File: config.mk
export PLATFORM = sky130hd
export DESIGN_NAME = auto_headlamp_light_request
export DESIGN_NICKNAME = d
export VERILOG_FILES = /design/src/design/ahlr_pkg.sv /design/src/design/ahlr_cfg_regs.sv /design/src/design/ahlr_fault.sv /design/src/design/ahlr_decide.sv /design/src/design/auto_headlamp_light_request.sv
export SDC_FILE = /design/constraint.sdc
export NUM_CORES = 1
export LEC_CHECK = 0
export BUFFER_PORTS_ARGS = -buffer_cell sky130_fd_sc_hd__buf_4
export CORE_UTILIZATION = 50
export CTS_BUF_LIST = sky130_fd_sc_hd__clkbuf_2
export DETAILED_ROUTE_END_ITERATION = 10
export PLACE_DENSITY = 0.78
export REMOVE_ABC_BUFFERS = 1
export SYNTH_ARGS = -nofsm -noshare
export SYNTH_HDL_FRONTEND = slang
export SYNTH_HIERARCHICAL = 1
export SYNTH_SLANG_ARGS = --single-unit
File: constraint.sdc
create_clock -name clk -period 4.39 [get_ports clk]
set_input_delay 0.439 -clock clk [delete_from_list [all_inputs] [get_ports clk]]
set_output_delay 0.439 -clock clk [all_outputs]
set_load 0.02 [all_outputs]
File: src/design/ahlr_pkg.sv
// ----------------------------------------------------------------------------
// ahlr_pkg: shared types and constants for the headlamp light request
// Register map, register file type and fixed limits of the light decision.
// ----------------------------------------------------------------------------
package ahlr_pkg;

    localparam int LEVEL_W = 12;
    localparam int GEAR_W  = 3;
    localparam int DELAY_W = 8;
    localparam int FCNT_W  = 6;
    localparam int TH_W    = LEVEL_W + 1;   // raised thresholds do not wrap
    localparam int GEARS   = 5;

    localparam logic [LEVEL_W-1:0] FULL_SCALE    = 12'hFFF;
    localparam logic [LEVEL_W-1:0] CLIP_LEVEL    = 12'hFFE;
    localparam logic [FCNT_W-1:0]  FAULT_TICKS   = 6'd50;
    localparam logic [LEVEL_W-1:0] UP_LOW_LIMIT  = 12'd50;
    localparam logic [LEVEL_W-1:0] UP_MID_LIMIT  = 12'd80;
    localparam logic [LEVEL_W-1:0] UP_BRIGHT_MIN = 12'd64;
    localparam logic [LEVEL_W-1:0] FW_BRIGHT_ABS = 12'd300;
    localparam logic [TH_W-1:0]    STEP_MID      = 13'd10;
    localparam logic [TH_W-1:0]    STEP_HIGH     = 13'd20;

    localparam logic [GEAR_W-1:0]  TOP_GEAR      = 3'd4;

    // register indexes on the configuration port
    typedef enum logic [2:0] {
        REG_OFF_DELAY  = 3'd0,
        REG_ON_TH      = 3'd1,
        REG_OFF_TH     = 3'd2,
        REG_ON_GEAR0   = 3'd3,
        REG_ON_GEAR1   = 3'd4,
        REG_ON_GEAR2   = 3'd5,
        REG_ON_GEAR3   = 3'd6,
        REG_ON_GEAR4   = 3'd7
    } reg_idx_t;

    typedef struct packed {
        logic [DELAY_W-1:0]            off_delay;
        logic [LEVEL_W-1:0]            on_th;
        logic [LEVEL_W-1:0]            off_th;
        logic [GEARS-1:0][DELAY_W-1:0] on_delay;
    } cfg_t;

    localparam cfg_t CFG_RESET = '{
        off_delay: 8'd55,
        on_th:     12'd100,
        off_th:    12'd150,
        on_delay:  {8'd7, 8'd9, 8'd10, 8'd5, 8'd5}
    };

endpackage

File: src/design/ahlr_cfg_regs.sv
// ----------------------------------------------------------------------------
// ahlr_cfg_regs: configuration register file
// Eight registers written by index; always ready.
// ----------------------------------------------------------------------------
module ahlr_cfg_regs
    import ahlr_pkg::*;
(
    input  logic               clk,
    input  logic               rst_n,
    input  logic               wr_en,
    input  logic [2:0]         wr_index,
    input  logic [LEVEL_W-1:0] wr_data,
    output cfg_t               cfg
);

    cfg_t cfg_reg;
    cfg_t cfg_next;

    always_comb
    begin
        cfg_next = cfg_reg;
        if (wr_en)
        begin
            unique case (reg_idx_t'(wr_index))
                REG_OFF_DELAY: cfg_next.off_delay   = wr_data[DELAY_W-1:0];
                REG_ON_TH:     cfg_next.on_th       = wr_data;
                REG_OFF_TH:    cfg_next.off_th      = wr_data;
                REG_ON_GEAR0:  cfg_next.on_delay[0] = wr_data[DELAY_W-1:0];
                REG_ON_GEAR1:  cfg_next.on_delay[1] = wr_data[DELAY_W-1:0];
                REG_ON_GEAR2:  cfg_next.on_delay[2] = wr_data[DELAY_W-1:0];
                REG_ON_GEAR3:  cfg_next.on_delay[3] = wr_data[DELAY_W-1:0];
                REG_ON_GEAR4:  cfg_next.on_delay[4] = wr_data[DELAY_W-1:0];
            endcase
        end
    end

    always_ff @(posedge clk or negedge rst_n)
    begin
        if (!rst_n)
            cfg_reg <= CFG_RESET;
        else
            cfg_reg <= cfg_next;
    end

    assign cfg = cfg_reg;

endmodule

File: src/design/ahlr_fault.sv
// ----------------------------------------------------------------------------
// ahlr_fault: stuck-at-full-scale detector for one sensor
// Counts full-scale readings; flag is set once the count has reached its limit.
// ----------------------------------------------------------------------------
module ahlr_fault
    import ahlr_pkg::*;
(
    input  logic               clk,
    input  logic               rst_n,
    input  logic               step,
    input  logic [LEVEL_W-1:0] level,
    output logic               fault     // flag after this tick
);

    logic [FCNT_W-1:0] count_reg;
    logic [FCNT_W-1:0] count_next;
    logic              flag_reg;
    logic              flag_next;

    always_comb
    begin
        count_next = count_reg;
        flag_next  = flag_reg;
        if (level == FULL_SCALE)
        begin
            if (count_reg >= FAULT_TICKS)
                flag_next = 1'b1;
            else
                count_next = count_reg + 1'b1;
        end
        else
        begin
            count_next = '0;
            flag_next  = 1'b0;
        end
    end

    always_ff @(posedge clk or negedge rst_n)
    begin
        if (!rst_n)
        begin
            count_reg <= '0;
            flag_reg  <= 1'b0;
        end
        else if (step)
        begin
            count_reg <= count_next;
            flag_reg  <= flag_next;
        end
    end

    assign fault = flag_next;

endmodule

File: src/design/ahlr_decide.sv
// ----------------------------------------------------------------------------
// ahlr_decide: dark/bright classification and debounced light request
// Threshold offsets by upward level, gear-selected on delay, sticky request.
// ----------------------------------------------------------------------------
module ahlr_decide
    import ahlr_pkg::*;
(
    input  logic               clk,
    input  logic               rst_n,
    input  logic               step,
    input  logic [LEVEL_W-1:0] forward_level,
    input  logic [LEVEL_W-1:0] upward_level,
    input  logic [GEAR_W-1:0]  speed_gear,
    input  logic               upward_fault,
    input  cfg_t               cfg,
    output logic               light_request   // request after this tick
);

    logic [LEVEL_W-1:0] fw;
    logic [LEVEL_W-1:0] up;
    logic [TH_W-1:0]    on_th;
    logic [TH_W-1:0]    off_th;
    logic [TH_W-1:0]    step_add;
    logic               dark;
    logic               bright;
    logic [DELAY_W-1:0] on_wait;

    logic [DELAY_W-1:0] dark_count_reg;
    logic [DELAY_W-1:0] dark_count_next;
    logic [DELAY_W-1:0] bright_count_reg;
    logic [DELAY_W-1:0] bright_count_next;
    logic               request_reg;
    logic               request_next;

    assign fw = (forward_level > CLIP_LEVEL) ? CLIP_LEVEL : forward_level;
    assign up = (upward_level > CLIP_LEVEL) ? CLIP_LEVEL : upward_level;

    always_comb
    begin
        priority if (up <= UP_LOW_LIMIT)
            step_add = '0;
        else if (up <= UP_MID_LIMIT)
            step_add = STEP_MID;
        else
            step_add = STEP_HIGH;
    end

    assign on_th  = {1'b0, cfg.on_th}  + step_add;
    assign off_th = {1'b0, cfg.off_th} + step_add;

    always_comb
    begin
        if (!upward_fault)
        begin
            dark   = ({1'b0, fw} <= on_th) && (up <= UP_LOW_LIMIT);
            bright = (({1'b0, fw} > off_th) && (up > UP_BRIGHT_MIN))
                     || (fw > FW_BRIGHT_ABS);
        end
        else
        begin
            dark   = {1'b0, fw} <= on_th;
            bright = {1'b0, fw} > off_th;
        end
    end

    // gears above the top one use the top gear's delay
    always_comb
    begin
        priority case (speed_gear)
            3'd0:    on_wait = cfg.on_delay[0];
            3'd1:    on_wait = cfg.on_delay[1];
            3'd2:    on_wait = cfg.on_delay[2];
            3'd3:    on_wait = cfg.on_delay[3];
            default: on_wait = cfg.on_delay[TOP_GEAR];
        endcase
    end

    always_comb
    begin
        dark_count_next   = dark_count_reg;
        bright_count_next = bright_count_reg;
        request_next      = request_reg;
        priority if (dark)
        begin
            bright_count_next = '0;
            if (dark_count_reg >= on_wait)
                request_next = 1'b1;
            else
                dark_count_next = dark_count_reg + 1'b1;
        end
        else if (bright)
        begin
            dark_count_next = '0;
            if (bright_count_reg >= cfg.off_delay)
                request_next = 1'b0;
            else
                bright_count_next = bright_count_reg + 1'b1;
        end
        else
        begin
            dark_count_next   = '0;
            bright_count_next = '0;
        end
    end

    always_ff @(posedge clk or negedge rst_n)
    begin
        if (!rst_n)
        begin
            dark_count_reg   <= '0;
            bright_count_reg <= '0;
            request_reg      <= 1'b0;
        end
        else if (step)
        begin
            dark_count_reg   <= dark_count_next;
            bright_count_reg <= bright_count_next;
            request_reg      <= request_next;
        end
    end

    assign light_request = request_next;

endmodule

File: src/design/auto_headlamp_light_request.sv
// ----------------------------------------------------------------------------
// auto_headlamp_light_request: automatic low-beam request from light sensors
// Fault tracking on both sensors, upward-level threshold offsets, debounced
// sticky request with a gear-selected on delay.
// ----------------------------------------------------------------------------
//
//  channel   dir  payload                                       width
//  s_axis    in   forward_level, upward_level, speed_gear       32 (27 used)
//  m_axis    out  light_request, forward_fault, upward_fault    8 (3 used)
//  cfg       in   cfg_index (register 0..7), cfg_data           3 + 12
//
//  One beat per cycle sustained while the output is not stalled; a beat passes
//  the input register, then the result register. The work of a beat sits in
//  one combinational pass between those registers.
//  Reset clears all counters and flags and loads the register defaults;
//  light request is off afterwards. An output stall holds the result register
//  and the input register keeps taking a beat while it is empty.
// ----------------------------------------------------------------------------
module auto_headlamp_light_request
    import ahlr_pkg::*;
(
    input  logic        clk,
    input  logic        rst_n,

    input  logic        s_axis_tvalid,
    output logic        s_axis_tready,
    // [11:0] forward_level, [23:12] upward_level, [26:24] speed_gear
    input  logic [31:0] s_axis_tdata,

    output logic        m_axis_tvalid,
    input  logic        m_axis_tready,
    // [0] light_request, [1] forward_fault, [2] upward_fault
    output logic [7:0]  m_axis_tdata,

    input  logic        cfg_valid,
    output logic        cfg_ready,
    input  logic [2:0]  cfg_index,
    input  logic [11:0] cfg_data
);

    // input register
    logic               in_valid_reg;
    logic [LEVEL_W-1:0] in_fwd_reg;
    logic [LEVEL_W-1:0] in_up_reg;
    logic [GEAR_W-1:0]  in_gear_reg;

    // result register
    logic               out_valid_reg;
    logic               out_req_reg;
    logic               out_ffault_reg;
    logic               out_ufault_reg;

    logic               advance;     // input beat moves into result register
    logic               in_take;
    cfg_t               cfg;
    logic               fwd_fault;
    logic               up_fault;
    logic               request;

    assign advance       = in_valid_reg && (!out_valid_reg || m_axis_tready);
    assign s_axis_tready = !in_valid_reg || advance;
    assign in_take       = s_axis_tvalid && s_axis_tready;
    assign cfg_ready     = 1'b1;

    ahlr_cfg_regs u_cfg
    (
        .clk      (clk),
        .rst_n    (rst_n),
        .wr_en    (cfg_valid),
        .wr_index (cfg_index),
        .wr_data  (cfg_data),
        .cfg      (cfg)
    );

    ahlr_fault u_fwd_fault
    (
        .clk   (clk),
        .rst_n (rst_n),
        .step  (advance),
        .level (in_fwd_reg),
        .fault (fwd_fault)
    );

    ahlr_fault u_up_fault
    (
        .clk   (clk),
        .rst_n (rst_n),
        .step  (advance),
        .level (in_up_reg),
        .fault (up_fault)
    );

    // upward flag feeds the decision of the same tick
    ahlr_decide u_decide
    (
        .clk           (clk),
        .rst_n         (rst_n),
        .step          (advance),
        .forward_level (in_fwd_reg),
        .upward_level  (in_up_reg),
        .speed_gear    (in_gear_reg),
        .upward_fault  (up_fault),
        .cfg           (cfg),
        .light_request (request)
    );

    always_ff @(posedge clk or negedge rst_n)
    begin
        if (!rst_n)
            in_valid_reg <= 1'b0;
        else if (s_axis_tready)
            in_valid_reg <= s_axis_tvalid;
    end

    always_ff @(posedge clk)
    begin
        if (in_take)
        begin
            in_fwd_reg  <= s_axis_tdata[11:0];
            in_up_reg   <= s_axis_tdata[23:12];
            in_gear_reg <= s_axis_tdata[26:24];
        end
    end

    always_ff @(posedge clk or negedge rst_n)
    begin
        if (!rst_n)
        begin
            out_valid_reg  <= 1'b0;
            out_req_reg    <= 1'b0;
            out_ffault_reg <= 1'b0;
            out_ufault_reg <= 1'b0;
        end
        else
        begin
            if (advance)
            begin
                out_valid_reg  <= 1'b1;
                out_req_reg    <= request;
                out_ffault_reg <= fwd_fault;
                out_ufault_reg <= up_fault;
            end
            else if (m_axis_tready)
                out_valid_reg <= 1'b0;
        end
    end

    assign m_axis_tvalid = out_valid_reg;
    assign m_axis_tdata  = {5'b0, out_ufault_reg, out_ffault_reg, out_req_reg};

`ifndef SYNTHESIS
    // a reading below full scale always clears that sensor's flag
    a_fwd_clear: assert property (@(posedge clk) disable iff (!rst_n)
        advance && (in_fwd_reg != FULL_SCALE) |=> !out_ffault_reg)
        else $error("forward fault flag survived a healthy reading");

    a_up_clear: assert property (@(posedge clk) disable iff (!rst_n)
        advance && (in_up_reg != FULL_SCALE) |=> !out_ufault_reg)
        else $error("upward fault flag survived a healthy reading");

    // input side only stalls when both registers are full and output is held
    a_stall: assert property (@(posedge clk) disable iff (!rst_n)
        !s_axis_tready |-> in_valid_reg && out_valid_reg && !m_axis_tready)
        else $error("input stalled without a full pipeline");

    // the request in the result register only changes on a beat moving through
    a_req_change: assert property (@(posedge clk) disable iff (!rst_n)
        !advance |=> $stable(out_req_reg))
        else $error("light request changed without a beat");
`endif

endmodule

==> results of run 1 <==
## final timing paths
check,to,slack [ns],cells past startpoint
hold reg to reg,u_up_fault/flag_reg,0.52,1
hold / removal,m_axis_tvalid,0.10,3
setup / recovery,u_decide/bright_count_reg[3],-0.39,22
max in group asynchronous,u_cfg/cfg[54],2.99,3
min in group asynchronous,u_cfg/cfg[26],0.30,2
setup reg to reg,u_decide/bright_count_reg[3],-0.39,22
## power by group through the flow
stage               combinational [uW]  clock, uW  sequential, uW
floorplan                          667          0            1630
global placement                   906          0            1670
detailed placement                 967          0            1680
CTS                               1040        771            1660
global route                      1180        810            1690
finish                            1080        757            1670
## stage by stage
stage	setup TNS (ns)	cells	hold WS, ns	power, uW	utilization, %
after floorplan	-4.296	605	0.1434	2297	-
after global placement	-5.596	874	0.4754	2572	56.67
after detailed placement	-8.676	874	0.4848	2649	56.67
after CTS	-4.533	956	0.03854	3470	62.31
after global routing	-8.962	958	0.05423	3690	62.95
final	-5.714	958	0.1039	3503	62.95
## synth_stat cells, drive strengths merged (11+ instances only)
library cell / n
a21oi: 21
and3: 11
buf: 22
clkbuf: 15
dfrtp: 85
dfstp: 23
edfxtp: 27
ha: 54
inv: 34
mux2: 76
nand2: 19
nand3: 20
nand4: 18
nor2: 27
o21ai: 19
xor2: 14
## final cells by class
class	count	share of cell area, %
Multi-Input combinational cell	436	43.14
Tap cell	184	2.479
Antenna cell	2	0.05389
Sequential cell	135	38.14
Clock inverter	15	1.617
Clock buffer	17	0.9161
Timing Repair Buffer	135	12.29
Inverter	34	1.374
## kinds of logic after synthesis
group                      after synthesis  synth area share (%)
other                                    2               0.09768
xor gates and xnor gates                20                 2.278
muxes                                   91                 14.53
AOI/OAI and AO/OA                      116                 12.03
DFF                                    135                 46.07
adders and majority gates               56                 9.308
and+or+nand+nor                        147                 11.29
buffers and inverters                   71                 4.394
## layer usage
| layer | part of all wire (%) | wire, um | GRT usage [%] |
|---|---|---|---|
| met5 | 0 | 0 | 0 |
| met3 | 3.7 | 643 | 4.545 |
| met4 | 2.1 | 371 | 9.993 |
| met2 | 51 | 8984 | 40.27 |
| met1 | 43 | 7501 | 27.90 |
## timing repair
action | in CTS | in global routing
hold buffers | 42 | 0
pin swaps | 27 | 13
cloned | 1 | 0
endpoints found under the hold margin | 152 | 0
gates resized for setup | 35 | 16
endpoints found under the setup margin | 18 | 18
setup buffers | 7 | 1
## worst register-to-register path: stages, from the launching register on
cell and delay (ns):
edfxtp_1 0.44, or4_4 0.56, a21o_1 0.17, a21o_1 0.19, nor2_4 0.17, buf_6 0.14, ha_1 0.25, buf_4 0.16
o21ai_0 0.18, o21bai_1 0.12, buf_4 0.15, nand2_1 0.07, xor2_1 0.08, ha_1 0.31, nand4_1 0.21, or4_1 0.54
o31a_1 0.13, o221a_4 0.13, o22ai_4 0.20, buf_6 0.19, buf_6 0.11, a21oi_2 0.03, a21o_1 0.15
==> run metrics, run 1 <==
die footprint=15,880 um^2; io pins=63; # nets final=867; wire length per cell=18.27 um; drt first pass iters=5; GRT Total Usage=23.12%; Mean Syn Cell Area=12.05 um^2; Largest register FFs=72; crit-path max FO=6; max-cap viol count=0; die width=126.0 um; CP max stage cell=or4_4; area of the multi-input gates=4006 um^2; DR vias/cell=5.836; DRT Wirelength=17,500 um; Startpoint Class=flip-flop; gpl congestion=0.8710; clock latency reported for the late side of the worst-skew pair=0.74 ns; Max clock buf depth=2; Vert. Die Dim=126.0 um; Period minus WS final=4.775 ns; startpoint of the worst hold path=m_axis_tready; Leak=0.004027 uW; global-route wire length before repair=28,250 um; crit-path max cell delay=0.56 ns; Internal=2330 uW; Clk pin slew, worst setup/hold paths=0.22 ns; Iter 0 DRT Violations=344; endpoints failing hold=0; crit-path leading delay family=simple AND/OR/NAND/NOR gates; commonest non-fill, non-tap cell in the layout=buf_4; CTS Root Cell=clkbuf_2; DRT antenna net count=0; antenna violations before repair=2; vias after detailed routing=5,591; dominant synthesized flop cell=dfrtp_1; Row Count=44; Post-Syn Instances=638; largest net degree at the start of global routing=68; Port Buf Inserts=51; fillers=1,080; required time of the critical path=5.04 ns; Clock Sinks=135; worst hold path class=input pin to flip-flop; H-tree levels=4; Starting Density=52.11%; Slew headroom=22.81%; synth unique cells=83; final period utilization=108.8%; Syn. warnings=6; fmax=209.4 MHz; Synth Cell Area=7689 um^2; Final Max Slew Viols=0; Logic pwr share=30.8%; largest area contributor in the netlist=dfrtp_1; Power Dens Cells=377.1 nW/um^2; Final setup viols=18; maximum vdd drop=267.7 uV; post-route setup slack=-0.3851 ns; Synth async-reset ratio=80.00%; failing checks=setup timing; register area=3542 um^2; CTS tree=yes; crit-path cells=or4_4 > a21o_1 > a21o_1 > nor2_4 > buf_6 > ha_1 > buf_4 > o21ai_0 > o21bai_1 > buf_4 > nand2_1 > xor2_1 > ha_1 > nand4_1 > or4_1 > o31a_1 > o221a_4 > o22ai_4 > buf_6 > buf_6 > a21oi_2 > a21o_1; Detailed Place HPWL=11,950 um; Net Sw Frac=33.49%; post-placement setup slack=-0.5854 ns; layout cell share with drive strength beyond 1=37.31%; Critical Path Start=in_up_reg[3]; core footprint=14,750 um^2; clock skew=0.02525 ns; critical path buffer and inverter count=5; EDFF count, synth=27; Layout area overhead=20.80%; vias in the first global route=5,741; synth top area cells=dfrtp_1, mux2_2, edfxtp_1; FF-to-FF Start=in_up_reg[3]; sequential power share=47.6%; post-route design area=9288 um^2; # DRC=0; slew at the pin closest to its max-slew limit=1.157 ns; share of the synthesized area in the top cell type=27.66%; run status=finished with violations; Psw=1173 uW; CP Capture Type=flip-flop; register area share after synthesis=46.07%; GR Overflow Total=0; RSZ-0062 raised after global routing=true; Setup Crit Path Kind=flip-flop to flip-flop; most frequent cells in the layout=buf_4, dfrtp_1, mux2_2; clock share of power=21.6%; total CTS buffers=17; Yosys reg bits=135; DP Area=8362 um^2; worst path arrival time=5.42 ns
No activity file was read; power rests on OpenSTA's default activity.
==> inputs of run 2 (changes only) <==
- SYNTH_HIERARCHICAL: 1 -> default
==> run 2 against run 1 <==
The flow still finishes with violations (setup timing). Clock skew increased by 0.0025 ns. Via count down 1.3%. Global-route usage is 1.9 points higher. Worst setup slack improved by 0.10 ns. Maximum frequency rose by 2.2%. Cell area shrank 2.5%. Critical path depth is the same. Combinational power barely moved. Worst hold slack improved by 0.040 ns. Highest routed layer unchanged.
==> run metrics, run 2 <==
critical path buffer and inverter count=5; most instantiated library cell after synthesis=dfrtp_1; Logic pwr share=30.6%; power consumption=3448 uW; Psw=1156 uW; EDFF count, synth=27; worst hold path class=input pin to flip-flop; fmax=214.1 MHz; slew at the pin closest to its max-slew limit=1.104 ns; share of the synthesized area in the top cell type=28.38%; vias in the first global route=5,811; DRT antenna net count=0; antenna violations before repair=1; largest net degree at the start of global routing=57; endpoints failing hold=0; crit-path cells=or4_4 > a21oi_4 > o21ai_2 > nor2_2 > ha_2 > inv_2 > fa_2 > inv_2 > a21oi_2 > o21bai_1 > buf_4 > nand3_2 > xor2_1 > ha_1 > nand4_1 > buf_4 > nor4_4 > a31oi_2 > a21o_1 > buf_12 > or4_1 > o21ai_1; top post-synthesis cells by count=dfrtp_1, mux2_2, ha_1; sequential power share=47.6%; Starting Density=51.69%; drt first pass iters=5; Largest register FFs=72; Internal=2291 uW; io pins=63; Final Max Slew Viols=0; CP Capture Type=flip-flop; Final setup viols=17; Synth Cell Area=7231 um^2; worst path arrival time=5.35 ns; post-placement setup slack=-0.3948 ns; Slew headroom=26.08%; clock latency reported for the late side of the worst-skew pair=0.74 ns; Power Dens Cells=380.9 nW/um^2; Detailed Place HPWL=11,260 um; GRT Total Usage=24.98%; Setup Crit Path Kind=flip-flop to flip-flop; CP max stage cell=or4_4; DRT Wirelength=17,640 um; gpl congestion=0.8445; GR Overflow Total=0; global-route wire length before repair=28,210 um; Max clock buf depth=2; layout cell share with drive strength beyond 1=36.68%; vias after detailed routing=5,521; die width=122.3 um; dominant synthesized flop cell=dfrtp_1; core footprint=13,990 um^2; final period utilization=106.4%; Syn. warnings=0; Leak=0.003916 uW; Synth async-reset ratio=79.55%; crit-path max cell delay=0.59 ns; Period minus WS final=4.671 ns; DR vias/cell=5.763; # nets final=872; Min Hold Slack=0.1443 ns; CTS tree=yes; register area share after synthesis=47.95%; most frequent cells in the layout=buf_4, dfrtp_1, mux2_2; clock share of power=21.8%; total CTS buffers=17; Port Buf Inserts=51; # DRC=0; Iter 0 DRT Violations=405; die footprint=14,950 um^2; Post-Syn Instances=630; commonest non-fill, non-tap cell in the layout=buf_4; largest area contributor in the netlist=dfrtp_1; Yosys reg bits=132; maximum vdd drop=232.7 uV; clock skew=0.02777 ns; CTS Root Cell=clkbuf_2; Startpoint Class=flip-flop; synth unique cells=60; crit-path max FO=6; H-tree levels=4; wire length per cell=18.41 um; final non-filler cell total=958; Clock Sinks=132; synth top area cells=dfrtp_1, edfxtp_1, mux2_2; failing checks=setup timing; Vert. Die Dim=122.3 um; Placed Instances=860; Net Sw Frac=33.54%; Clk pin slew, worst setup/hold paths=0.20 ns; post-route setup slack=-0.2810 ns; fin util=64.71%; RSZ-0062 raised after global routing=true; max-cap viol count=0; required time of the critical path=5.07 ns; run status=finished with violations; crit-path leading delay family=simple AND/OR/NAND/NOR gates; Mean Syn Cell Area=11.48 um^2; Layout area overhead=25.19%; Row Count=43
run 2: path summary, 6_finish.rpt:
check                                             end  cells past startpoint  slack, ns    startpoint
setup reg to reg           u_decide.dark_count_reg[5]                     22      -0.28  in_up_reg[0]
hold reg to reg                          u_cfg.cfg[4]                      1       0.53  u_cfg.cfg[4]
hold / removal                          u_cfg.cfg[54]                      4       0.14  cfg_index[2]
setup / recovery           u_decide.dark_count_reg[5]                     22      -0.28  in_up_reg[0]
min in group asynchronous               u_cfg.cfg[18]                      2       0.27         rst_n
max in group asynchronous    u_fwd_fault.count_reg[3]                      3       3.00         rst_n
run 2: layout make-up:
cell class / instances / area (um^2)
Antenna cell: 1 / 2.502
Clock buffer: 18 / 90.09
Clock inverter: 14 / 152.6
Fill cell: 995 / 4936
Inverter: 31 / 116.4
Multi-Input combinational cell: 433 / 3729
Sequential cell: 132 / 3467
Tap cell: 180 / 225.2
Timing Repair Buffer: 149 / 1270
run 2: logic make-up after synthesis:
kind of cell             count (synthesis)  synth area share, %
multiplexers                            83                14.02
adder cells (fa/ha/maj)                 56                9.898
XOR/XNOR                                22                2.665
AND/OR/NAND/NOR                        153                11.44
AO/OA/AOI/OAI                          113                9.760
flip-flops                             132                47.95
other                                    2               0.1039
buffers and inverters                   69                4.170
run 2: worst register-to-register path: stages (launching register included):
cell	delay, ns
edfxtp_1	0.46
or4_4	0.59
a21oi_4	0.17
o21ai_2	0.08
nor2_2	0.16
ha_2	0.23
inv_2	0.04
fa_2	0.34
inv_2	0.06
a21oi_2	0.04
o21bai_1	0.12
buf_4	0.16
nand3_2	0.10
xor2_1	0.17
ha_1	0.32
nand4_1	0.16
buf_4	0.19
nor4_4	0.16
a31oi_2	0.09
a21o_1	0.21
buf_12	0.14
or4_1	0.51
o21ai_1	0.09
run 2: layer usage:
metal / wire length (um) / track usage [%] / up-vias
met5: 0 / 0 / -
li1: - / - / 2559
met3: 583 / 4.740 / 45
met2: 9325 / 43.54 / 171
met1: 7162 / 28.96 / 2746
met4: 569 / 13.57 / 0
run 2: power groups by stage:
stage / logic (uW) / registers, uW / clock network (uW)
global route: 1170 / 1670 / 823
global placement: 808 / 1640 / 0
finish: 1060 / 1640 / 752
CTS: 968 / 1630 / 764
floorplan: 604 / 1600 / 0
detailed placement: 870 / 1650 / 0
run 2: what timing repair did:
item,CTS,global route
buffers inserted,14,9
endpoints found under the setup margin,17,17
gates resized for setup,39,25
pin swaps,36,18
hold buffers,43,0
hold endpoints to repair,145,0
run 2: metrics by stage:
step	setup TNS, ns	area [um^2]
after CTS	-0.4408	8876
final	-3.490	9052
after global routing	-5.742	9052
after detailed placement	-3.690	7934
after global placement	-2.348	7934
after floorplan	-2.782	7061
